**src/assert_macros.svh**
```systemverilog
// ----------------------------------------------------------------------------
// assert_macros.svh
// Concurrent assertion shorthands for the RTL.
// ----------------------------------------------------------------------------
`ifndef ASSERT_MACROS_SVH
`define ASSERT_MACROS_SVH

// check the consequent in the same cycle as the antecedent
`define CGR_ASSERT_SAME(label, clk, rst, ante, cons, msg) \
  label: assert property (@(posedge clk) disable iff (rst) (ante) |-> (cons)) else $error(msg);

// check the consequent in the cycle after the antecedent
`define CGR_ASSERT_NEXT(label, clk, rst, ante, cons, msg) \
  label: assert property (@(posedge clk) disable iff (rst) (ante) |=> (cons)) else $error(msg);

`endif

```
**src/cgr_pkg.sv**
```systemverilog
// ----------------------------------------------------------------------------
// cgr_pkg
// Types, codes and bit-search helpers for the chordal graph recognizer.
// ----------------------------------------------------------------------------
`default_nettype none

package cgr_pkg;

  localparam int MAX_NODES = 64;
  localparam int IDW       = $clog2(MAX_NODES);
  localparam int CNTW      = $clog2(MAX_NODES + 1);

  typedef logic [MAX_NODES-1:0] row_t;
  typedef logic [IDW-1:0]       id_t;
  typedef logic [CNTW-1:0]      cnt_t;

  localparam logic [1:0] MODE_EDGE  = 2'd0;
  localparam logic [1:0] MODE_CLEAR = 2'd1;
  localparam logic [1:0] MODE_RUN   = 2'd2;

  typedef enum logic [5:0] {
    OP_NONE, OP_CLEAR, OP_ED_RDA, OP_ED_WRA, OP_ED_WRB,
    OP_INIT, OP_INIT_WR, OP_POP_RD, OP_POP_X, OP_POP_ROW,
    OP_CLS_BEGIN, OP_SWP_RD, OP_SWP_CAP, OP_NB_LOAD, OP_NB_EMIT,
    OP_NN_BEGIN, OP_NN_RD, OP_NN_CAP, OP_SWAP,
    OP_FB_INIT, OP_FB_VRD, OP_FB_VCAP, OP_FB_ROW, OP_FB_QRD, OP_FB_QCAP, OP_FB_WR,
    OP_MG_RD, OP_MG_LOW, OP_MG_SKIP, OP_MG_MRG,
    OP_EM_RD, OP_EM_CAP, OP_EM_NEXT
  } op_t;

  typedef struct packed {
    logic edge_ok;
    logic swp_last;
    logic nn_last;
    logic all_end;
    logic e_zero;
    logic r_one;
    logic p_last;
    logic q_last;
    logic mg_last;
    logic n_one;
    logic frow_zero;
    logic out_take;
    logic out_last;
  } status_t;

  function automatic id_t highest_bit(input row_t r);
    id_t h;
    h = '0;
    for (int i = 0; i < MAX_NODES; i++) begin
      if (r[i]) h = id_t'(i);
    end
    return h;
  endfunction

  function automatic id_t lowest_bit(input row_t r);
    id_t h;
    h = '0;
    for (int i = MAX_NODES - 1; i >= 0; i--) begin
      if (r[i]) h = id_t'(i);
    end
    return h;
  endfunction

endpackage

`default_nettype wire

```
**src/cgr_ctrl.sv**
```systemverilog
// ----------------------------------------------------------------------------
// cgr_ctrl
// Sequencer: decodes commands and steps the datapath through edge load,
// ordering, fill-in test and result output.
// ----------------------------------------------------------------------------
`default_nettype none

module cgr_ctrl (
  input  wire logic              clk,
  input  wire logic              rst,
  input  wire logic              item_valid,
  output logic                   item_stall,
  input  wire logic [1:0]        mode,
  input  wire cgr_pkg::status_t  status,
  output cgr_pkg::op_t           op
);
  import cgr_pkg::*;

  typedef enum logic [4:0] {
    S_IDLE, S_ED_A, S_ED_B, S_INIT_WR, S_POP_RD, S_POP_X, S_POP_ROW,
    S_CLS, S_SWP_RD, S_SWP_CAP, S_NB_LOAD, S_NB, S_NN_RD, S_NN_CAP, S_SWAP,
    S_FB_INIT, S_FB_VRD, S_FB_VCAP, S_FB_ROW, S_FB_QRD, S_FB_QCAP, S_FB_WR,
    S_MG_RD, S_MG_LOW, S_MG_MRG, S_EM_RD, S_EM_CAP, S_EM_WAIT
  } state_t;

  state_t state, state_next;

  assign item_stall = (state != S_IDLE);

  always_comb begin
    op = OP_NONE;
    state_next = state;
    case (state)
      S_IDLE: begin
        if (item_valid) begin
          case (mode)
            MODE_EDGE: begin
              if (status.edge_ok) begin
                op = OP_ED_RDA;
                state_next = S_ED_A;
              end
            end
            MODE_CLEAR: op = OP_CLEAR;
            MODE_RUN: begin
              op = OP_INIT;
              state_next = S_INIT_WR;
            end
            default: ;
          endcase
        end
      end
      S_ED_A: begin
        op = OP_ED_WRA;
        state_next = S_ED_B;
      end
      S_ED_B: begin
        op = OP_ED_WRB;
        state_next = S_IDLE;
      end
      S_INIT_WR: begin
        op = OP_INIT_WR;
        if (status.p_last) state_next = S_POP_RD;
      end
      S_POP_RD: begin
        op = OP_POP_RD;
        state_next = S_POP_X;
      end
      S_POP_X: begin
        op = OP_POP_X;
        state_next = S_POP_ROW;
      end
      S_POP_ROW: begin
        op = OP_POP_ROW;
        state_next = status.r_one ? S_FB_INIT : S_CLS;
      end
      S_CLS: begin
        op = OP_CLS_BEGIN;
        state_next = S_SWP_RD;
      end
      S_SWP_RD: begin
        op = OP_SWP_RD;
        state_next = S_SWP_CAP;
      end
      S_SWP_CAP: begin
        op = OP_SWP_CAP;
        state_next = status.swp_last ? S_NB_LOAD : S_SWP_RD;
      end
      S_NB_LOAD: begin
        op = OP_NB_LOAD;
        state_next = S_NB;
      end
      S_NB: begin
        // neighbors go out highest id first, then the rest in order
        if (status.e_zero) begin
          op = OP_NN_BEGIN;
          state_next = S_NN_RD;
        end else begin
          op = OP_NB_EMIT;
        end
      end
      S_NN_RD: begin
        op = OP_NN_RD;
        state_next = S_NN_CAP;
      end
      S_NN_CAP: begin
        op = OP_NN_CAP;
        if (status.nn_last) state_next = status.all_end ? S_SWAP : S_CLS;
        else state_next = S_NN_RD;
      end
      S_SWAP: begin
        op = OP_SWAP;
        state_next = S_POP_RD;
      end
      S_FB_INIT: begin
        op = OP_FB_INIT;
        state_next = S_FB_VRD;
      end
      S_FB_VRD: begin
        op = OP_FB_VRD;
        state_next = S_FB_VCAP;
      end
      S_FB_VCAP: begin
        op = OP_FB_VCAP;
        state_next = S_FB_ROW;
      end
      S_FB_ROW: begin
        op = OP_FB_ROW;
        state_next = status.p_last ? S_FB_WR : S_FB_QRD;
      end
      S_FB_QRD: begin
        op = OP_FB_QRD;
        state_next = S_FB_QCAP;
      end
      S_FB_QCAP: begin
        op = OP_FB_QCAP;
        state_next = status.q_last ? S_FB_WR : S_FB_QRD;
      end
      S_FB_WR: begin
        op = OP_FB_WR;
        if (status.p_last) state_next = status.n_one ? S_EM_RD : S_MG_RD;
        else state_next = S_FB_VRD;
      end
      S_MG_RD: begin
        op = OP_MG_RD;
        state_next = S_MG_LOW;
      end
      S_MG_LOW: begin
        if (status.frow_zero) begin
          op = OP_MG_SKIP;
          state_next = status.mg_last ? S_EM_RD : S_MG_RD;
        end else begin
          op = OP_MG_LOW;
          state_next = S_MG_MRG;
        end
      end
      S_MG_MRG: begin
        op = OP_MG_MRG;
        state_next = status.mg_last ? S_EM_RD : S_MG_RD;
      end
      S_EM_RD: begin
        op = OP_EM_RD;
        state_next = S_EM_CAP;
      end
      S_EM_CAP: begin
        op = OP_EM_CAP;
        state_next = S_EM_WAIT;
      end
      S_EM_WAIT: begin
        if (status.out_take) begin
          op = OP_EM_NEXT;
          state_next = status.out_last ? S_IDLE : S_EM_RD;
        end
      end
      default: state_next = S_IDLE;
    endcase
  end

  always_ff @(posedge clk) begin
    if (rst) begin
      state <= S_IDLE;
    end else begin
      state <= state_next;
    end
  end

endmodule

`default_nettype wire

```
**config.mk**
```make
export PLATFORM = sky130hd
export DESIGN_NAME = cgr_ctrl
export DESIGN_NICKNAME = d
export VERILOG_FILES = /design/src/assert_macros.svh /design/src/cgr_pkg.sv /design/src/cgr_ctrl.sv
export SDC_FILE = /design/constraint.sdc
export NUM_CORES = 1
export LEC_CHECK = 0
export BUFFER_PORTS_ARGS = -buffer_cell sky130_fd_sc_hd__buf_2
export CAP_MARGIN = 20
export CORE_MARGIN = 1.5
export CORE_UTILIZATION = 30
export DETAILED_ROUTE_END_ITERATION = 8
export GPL_ROUTABILITY_DRIVEN = 0
export HOLD_SLACK_MARGIN = 0.05
export PLACE_DENSITY_LB_ADDON = 0.05
export SYNTH_ARGS = -nofsm -noshare
export SYNTH_HDL_FRONTEND = slang
export SYNTH_SLANG_ARGS = --single-unit
```
**constraint.sdc**
```tcl
create_clock -name clk -period 2.5 [get_ports clk]
set_input_delay 0.125 -clock clk [delete_from_list [all_inputs] [get_ports clk]]
set_output_delay 0.125 -clock clk [all_outputs]
set_load 0.1 [all_outputs]
```
# == Word level (Yosys, flattened, before mapping) ==
# Index checks and enable logic that the tools add are counted.
# op_classes
reduce_logical,4
n_mux,25
n_eq_ne,35
# ops
cell,n
$pmux W6 S28,1
$pmux W5 S27,1
$eq A5 B5 Y1 const B,12
$eq A5 B4 Y1 const B,8
$mux W5,6
$mux W4,7
$eq A5 B3 Y1 const B,4
$mux W3,4
$eq A5 B2 Y1 const B,2
$pmux W5 S2,1
$pmux W3 S3,1
$ne A2 B2 Y1 const B,4
$mux W6,1
$reduce_and A6 Y1,1
$eq A5 B1 Y1 const B,1
$logic_not A5 Y1,1
$reduce_bool A5 Y1,1
$mux W2,2
$ne A3 B1 Y1 const B,1
$ne A3 B3 Y1 const B,1
$eq A2 B1 Y1 const B,1
$eq A2 B2 Y1 const B,1
$logic_not A2 Y1,1
$mux W1,1
# totals
ff_bits,5
in_bits,18
out_inout_bits,7

# == Depth between registers and ports, before layout ==
# Gate-level depths: netlist (run 1).
# logic_depth
ltp_word,4
depth_mapped,7
ltp_nobuf,6

# == Worst setup path after synthesis (run 1) ==
# OpenSTA, ideal clock, no wires.
# synth_path
kind,register -> output
start,register state[3]
end,output port op[1]
arrival_ns,4.472
path_stages_with_launch,5
slack_ns,-2.097
cell_sequence,dfxtp_1 clkbuf_1 clkbuf_1 nor3_1 o311ai_0
# synth_via
elab_chain_len,2
word_cells_on_any_way,29
# synth_rtl
element,line,text
"start, declared",cgr_ctrl.sv:26,"state_t state, state_next;"
"start signal, assigned",cgr_ctrl.sv:182,state <= state_next;
"$eq A5 B5 Y1, or another cell as far along",cgr_ctrl.sv:33,case (state)
$pmux W6 S28 *,cgr_ctrl.sv:33,
"end, declared",cgr_ctrl.sv:15,output cgr_pkg::op_t op
# Every way passes the cells marked *; elsewhere a longest branch is shown, timed or not.

# == Worst setup path in the final report (run 1) ==
# layout_path
start,register state[3]
end,output port op[2]
# The elaborated chain is that of the path after synthesis.

==> summary.txt, run 1 <==
Final layout
  • Area grow syn2layout: 23.4%
  • Reg with most FFs: state
  • Post-Layout Inst Area: 1290 µm²
  • Top Registers: state: 5 flops
  • Final core utilization: 38.7%
  • Largest register FFs: 5
  • Share of cells above drive strength 1: 24.0%
  • Number of fill cells: 388
  • Nets: 198
  • Ant diodes: 0

STA
  • Final slew viol count: 0
  • Achievable Freq: 435 MHz
  • Setup ws final: 0.202 ns
  • Clock skew: 0.0000914 ns
  • Final hold viol count: 0
  • Rel. slew slack: 49.9%
  • Worst Max-Slew Pin Slew: 0.750 ns
  • Setup violators final: 0
  • Crit path time final: 2.30 ns
  • Period utilization: 91.9%
  • RSZ-0062 raised after global routing: no

Clock tree
  • Root buf cell: clkbuf_4
  • H-tree depth: 1
  • Clk Latency, worst-skew pair: 0.24 ns
  • Postcts setup bufs: 0
  • Cts bufs inserted: 3
  • PostCTS Resize Cnt: 0
  • Clk buf depth: 2
  • CTS hold repair buffers: 0
  • CTS tree: built
  • CTS sink cnt: 5
  • Worst-path clk slew: 0.05 ns

Power
  • Leak pwr: 0.522 nW
  • Maximum vdd drop: 0.171 mV
  • P per Cell Area: 406 nW/µm²

Synth
  • Syn Inst Count: 155
  • Syn Nets: 177
  • Post-synth EDFFs: 0
  • Top-count cell post-synth: o21ai_0
  • Largest cells by area after synthesis: dfxtp_1, o21ai_0, a21oi_1
  • Synthesized flop and latch total: 5
  • Yosys cell types: 55
  • Mean Syn Cell Area: 6.76 µm²
  • Async set or reset register ratio after synthesis: 0%
  • Yosys warns: 0
  • Synthesized cell area: 1050 µm²
  • List of most frequent post-synthesis cells: o21ai_0, a21oi_1, nand2_1, inv_1, buf_2
  • Top_reg_cell synth: dfxtp_1
  • Seq/Total Area, Yosys: 9.56%
  • Top-area cell type share of the netlist area: 9.56%
  • Yosys top cell by area: dfxtp_1

Min path
  • Worst min-delay path category: input pin to flop
  • Hold Path Cell Cnt: 2

Critical path
  • Worst EP arrival: 2.17 ns
  • Setup CP Type: flop to output port
  • Required @ worst endpoint: 2.38 ns
  • Worst reg2reg path depth: 4
  • Crit-path max FO: 24
  • CP startpoint kind: flop
  • Crit end category: output port

Floorplanning
  • Ports: 25
  • Row count: 21
  • Chip Height: 62.1 µm
  • Die ar.: 3850 µm²
  • Initial Util: 31.4%
  • Die Wd: 62.1 µm
  • Core area: 3340 µm²

Global routing
  • Met3 Track Usage GR: 2.48%
  • Global-route wire length before repair: 5490 µm
  • Met2 usage: 30.7%
  • Grt total ovfl: 0
  • Antenna violations before repair: 0
  • Global route hottest layer: met2
  • Total track usage: 19.3%
  • Vias in the first global route: 1084
  • GRT met1 Usage: 28.1%
  • Largest net degree at the start of global routing: 42

Placed design
  • DPL Wire Length: 2500 µm
  • DP Worst Slack: 0.441 ns
  • Area after DPL: 1270 µm²
  • Port bufs: 24

Route
  • Wire length per cell: 14.9 µm
  • Remaining DRCs: 0
  • Post-detailed-route count of antenna-violating nets: 0
  • Drt pass-1 iters: 4
  • Final wirelength: 3290 µm
  • Vias: 1256
  • Initial drt markers: 32
  • Vias/cell: 5.68

Outcome
  • Status: finished, final reports clean

Flow run
  • Max cap viols: 0
logic make-up (layout without fill, tap and decap cells):
kind of cell | Yosys count | count (layout) | share of synthesized area (%)
AND/OR/NAND/NOR | 63 | 63 | 36.4
AO/OA/AOI/OAI | 54 | 54 | 34.9
buffers and inverters | 24 | 44 | 9.56
flip-flops | 5 | 5 | 9.56
adder cells (fa/ha/maj) | 4 | 4 | 4.78
multiplexers | 3 | 3 | 3.11
XOR/XNOR | 2 | 2 | 1.67
cell usage in the layout (no fill, tap or decap), types with 5 or more instances in the layout:
| master | count |
|---|---|
| inv_1 | 9 |
| buf_4 | 6 |
| nand2b_1 | 5 |
| nand2_1 | 11 |
| nor2_1 | 6 |
| nand3_1 | 5 |
| dfxtp_1 | 5 |
| buf_2 | 22 |
| o21ai_0 | 13 |
| nor3_1 | 5 |
| a21oi_1 | 12 |
metrics by stage:
| stage | setup TNS, ns | std cells | hold WS (ns) | total power [mW] |
|---|---|---|---|---|
| global placement | 0 | 217 | 0.323 | 0.432 |
| CTS | 0 | 221 | 0.0667 | 0.527 |
| floorplan | -0.00830 | 155 | 0.194 | 0.333 |
| detailed placement | 0 | 217 | 0.327 | 0.430 |
| finish | 0 | 221 | 0.0720 | 0.525 |
| global route | 0 | 221 | 0.0828 | 0.559 |
critical path, cell delays in order, from the launching register on:
cell and delay (ns):
dfxtp_1 0.54, or3_1 0.47, nor3_1 0.42, a32oi_1 0.18, nand2_1 0.14, buf_12 0.18
cell type report:
type / instances / area (µm²) / share of cell area (%)
inverters: 9 / 33.8 / 2.61
well taps: 46 / 57.6 / 4.45
clock buffers: 4 / 26.3 / 2.03
multi-input cells: 126 / 860 / 66.5
flip-flops and latches: 5 / 100 / 7.74
repair buffers: 31 / 215 / 16.7
worst paths after layout:
kind,startpoint,endpoint,slack (ns)
worst max-delay path,state[3],op[2],0.20
worst min-delay path,rst,state[4],0.07
worst max register to register,state[3],state[0],0.39
worst min register to register,state[1],state[4],0.79
layer usage:
layer / vias to the layer above / wire length [µm]
li1: 627 / -
met4: 0 / 17
met5: - / 0
met1: 595 / 1570
met2: 32 / 1570
met3: 2 / 140
power breakdown:
group,internal (mW),switching (mW),total (mW)
registers,0.0850,0.0101,0.0951
clock network,0.0605,0.0353,0.0957
logic,0.109,0.225,0.334
total,0.255,0.270,0.525
Power figures use the tool's default switching activity.
==> run 2, diff against run 1 <==
CTS_BUF_LIST = sky130_fd_sc_hd__clkbuf_8   (was unset)
==> run 2 against run 1 <==
Clock power increased by 53%. Clock skew increased by 0.0018 ns. Final cell count stayed put. Largest power group unchanged. Combinational power about the same. Clock-buffer cell count shrank 1. Hold slack better by 0.022 ns. First-iteration DRC count increased by 9.4%. Utilization up 0.56 points. Sequential cell count is the same. Global-route usage unchanged. Power increased by 9.7%.
==> summary.txt, run 2 (same netlist as run 1, synthesis figures left out) <==
Outcome
  • Status: finished, final reports clean (unchanged)

Floorplanning
  • Initial Util: 31.4% (unchanged)
  • Row count: 21 (unchanged)
  • Core area: 3340 µm² (unchanged)
  • Chip Height: 62.1 µm (unchanged)
  • Die ar.: 3850 µm² (unchanged)
  • Die Wd: 62.1 µm (unchanged)
  • Ports: 25 (unchanged)

Power
  • Overall power: 0.576 mW (was 0.525 mW)
  • Leak pwr: 0.534 nW (was 0.522 nW)
  • Maximum vdd drop: 0.171 mV (about the same)
  • P per Cell Area: 439 nW/µm² (was 406 nW/µm²)
  • Cell-internal power: 0.300 mW (was 0.255 mW)
  • Switching Share: 47.9% (was 51.5%)
  • Sequential power share: 16.5% (was 18.1%)
  • Clk pwr share: 25.4% (was 18.2%)
  • Comb power frac: 58.1% (was 63.6%)
  • NetSw: 0.276 mW (was 0.270 mW)

Route
  • Initial drt markers: 35 (was 32)
  • Vias/cell: 5.61 (was 5.68)
  • Remaining DRCs: 0 (unchanged)
  • Drt pass-1 iters: 4 (unchanged)
  • Wire length per cell: 15.0 µm (was 14.9 µm)
  • Vias: 1240 (was 1256)
  • Post-detailed-route count of antenna-violating nets: 0 (unchanged)
  • Final wirelength: 3320 µm (was 3290 µm)

Placed design
  • Dpl cells: 217 (unchanged)
  • DPL Wire Length: 2500 µm (unchanged)
  • Area after DPL: 1270 µm² (unchanged)
  • Port bufs: 24 (unchanged)

STA
  • Final hold viol count: 0 (unchanged)
  • Period utilization: 90.7% (was 91.9%)
  • Achievable Freq: 441 MHz (was 435 MHz)
  • Clock skew: 0.00193 ns (was 0.0000914 ns)
  • Final hold slack: 0.0942 ns (was 0.0720 ns)
  • Rel. slew slack: 50.3% (was 49.9%)
  • Worst Max-Slew Pin Slew: 0.744 ns (was 0.750 ns)
  • Final slew viol count: 0 (unchanged)
  • RSZ-0062 raised after global routing: no (unchanged)
  • Crit path time final: 2.27 ns (was 2.30 ns)
  • Setup violators final: 0 (unchanged)

Final layout
  • Top Registers: state: 5 flops (unchanged)
  • Most frequent cells in the layout: buf_2, o21ai_0, a21oi_1, nand2_1, inv_1 (unchanged)
  • Share of cells above drive strength 1: 24.0% (unchanged)
  • Post-Layout Inst Area: 1310 µm² (was 1290 µm²)
  • Area grow syn2layout: 25.2% (was 23.4%)
  • Number of fill cells: 384 (was 388)
  • Nets: 198 (unchanged)
  • Commonest non-fill, non-tap cell in the layout: buf_2 (unchanged)
  • Non-Filler Instances: 221 (unchanged)
  • Largest register FFs: 5 (unchanged)
  • Ant diodes: 0 (unchanged)
  • Final core utilization: 39.3% (was 38.7%)
  • Reg with most FFs: state (unchanged)

Critical path
  • Crit end category: output port (unchanged)
  • Crit path from: state[3] (unchanged)
  • CP startpoint kind: flop (unchanged)
  • Required @ worst endpoint: 2.38 ns (about the same)
  • Setup CP Type: flop to output port (unchanged)
  • Crit-path max FO: 24 (unchanged)
  • Worst EP arrival: 2.14 ns (was 2.17 ns)
  • Reg2reg setup slack: 0.40 ns (was 0.39 ns)
  • Reg2reg start: state[3] (unchanged)

Clock tree
  • Postcts setup bufs: 0 (unchanged)
  • CTS hold repair buffers: 0 (unchanged)
  • H-tree depth: 1 (unchanged)
  • Clk Latency, worst-skew pair: 0.22 ns (was 0.24 ns)
  • PostCTS Resize Cnt: 0 (unchanged)
  • Clk buf depth: 2 (unchanged)
  • Cts bufs inserted: 3 (unchanged)
  • CTS tree: built (unchanged)
  • Root buf cell: clkbuf_8 (was clkbuf_4)
  • CTS sink cnt: 5 (unchanged)
  • Worst-path clk slew: 0.04 ns (was 0.05 ns)

Global routing
  • Vias in the first global route: 1080 (was 1084)
  • GRT met1 Usage: 28.1% (unchanged)
  • Largest net degree at the start of global routing: 42 (unchanged)
  • Total track usage: 19.3% (unchanged)
  • Met3 Track Usage GR: 2.48% (unchanged)
  • Met2 usage: 30.7% (unchanged)
  • Global route hottest layer: met2 (unchanged)
  • Grt total ovfl: 0 (unchanged)
  • Global-route wire length before repair: 5490 µm (unchanged)
  • Antenna violations before repair: 0 (unchanged)

Flow run
  • Max cap viols: 0 (unchanged)

Min path
  • Worst min-delay path category: input pin to flop (unchanged)
  • Min-delay src: rst (unchanged)
-- run 2: metal layers --
layer	routed length [µm]	share of wire [%]	vias up
met1	1590	48	584
met3	140	4.2	2
li1	-	-	626
met5	0	0	-
met4	17	0.51	0
met2	1580	47	28
-- run 2: power by group through the flow --
stage               Clock, mW  Combinational [mW]  Sequential [mW]
CTS                     0.148               0.335           0.0950
finish                  0.146               0.334           0.0952
floorplan                   0               0.244           0.0891
global placement            0               0.335           0.0968
global route            0.154               0.357           0.0963
detailed placement          0               0.334           0.0959
-- run 2: path summary, 6_finish.rpt --
| check | endpoint | depth (start not counted) |
|---|---|---|
| max | op[2] | 5 |
| min | state[4] | 2 |
| max reg2reg | state[0] | 4 |
| min reg2reg | state[4] | 3 |
-- run 2: per-stage QoR --
step,TNS [ns],setup WS [ns]
global route,0,0.113
floorplan,-0.00830,-0.00830
global placement,0,0.493
CTS,0,0.264
finish,0,0.232
detailed placement,0,0.441
-- run 2: final cells by class --
class                      instances  area (µm²)  area share [%]
tap                               46        57.6            4.39
clock inverter                     1        3.75           0.286
multi-input combinational        126         860            65.6
timing repair buffer              31         215            16.4
inverter                           9        33.8            2.58
sequential                         5         100            7.63
clock buffer                       3        41.3            3.15
-- run 2: worst max-delay path: stages, from the launching register on --
cell,delay [ns]
dfxtp_1,0.54
or3_1,0.47
nor3_1,0.42
a32oi_1,0.18
nand2_1,0.14
buf_12,0.18
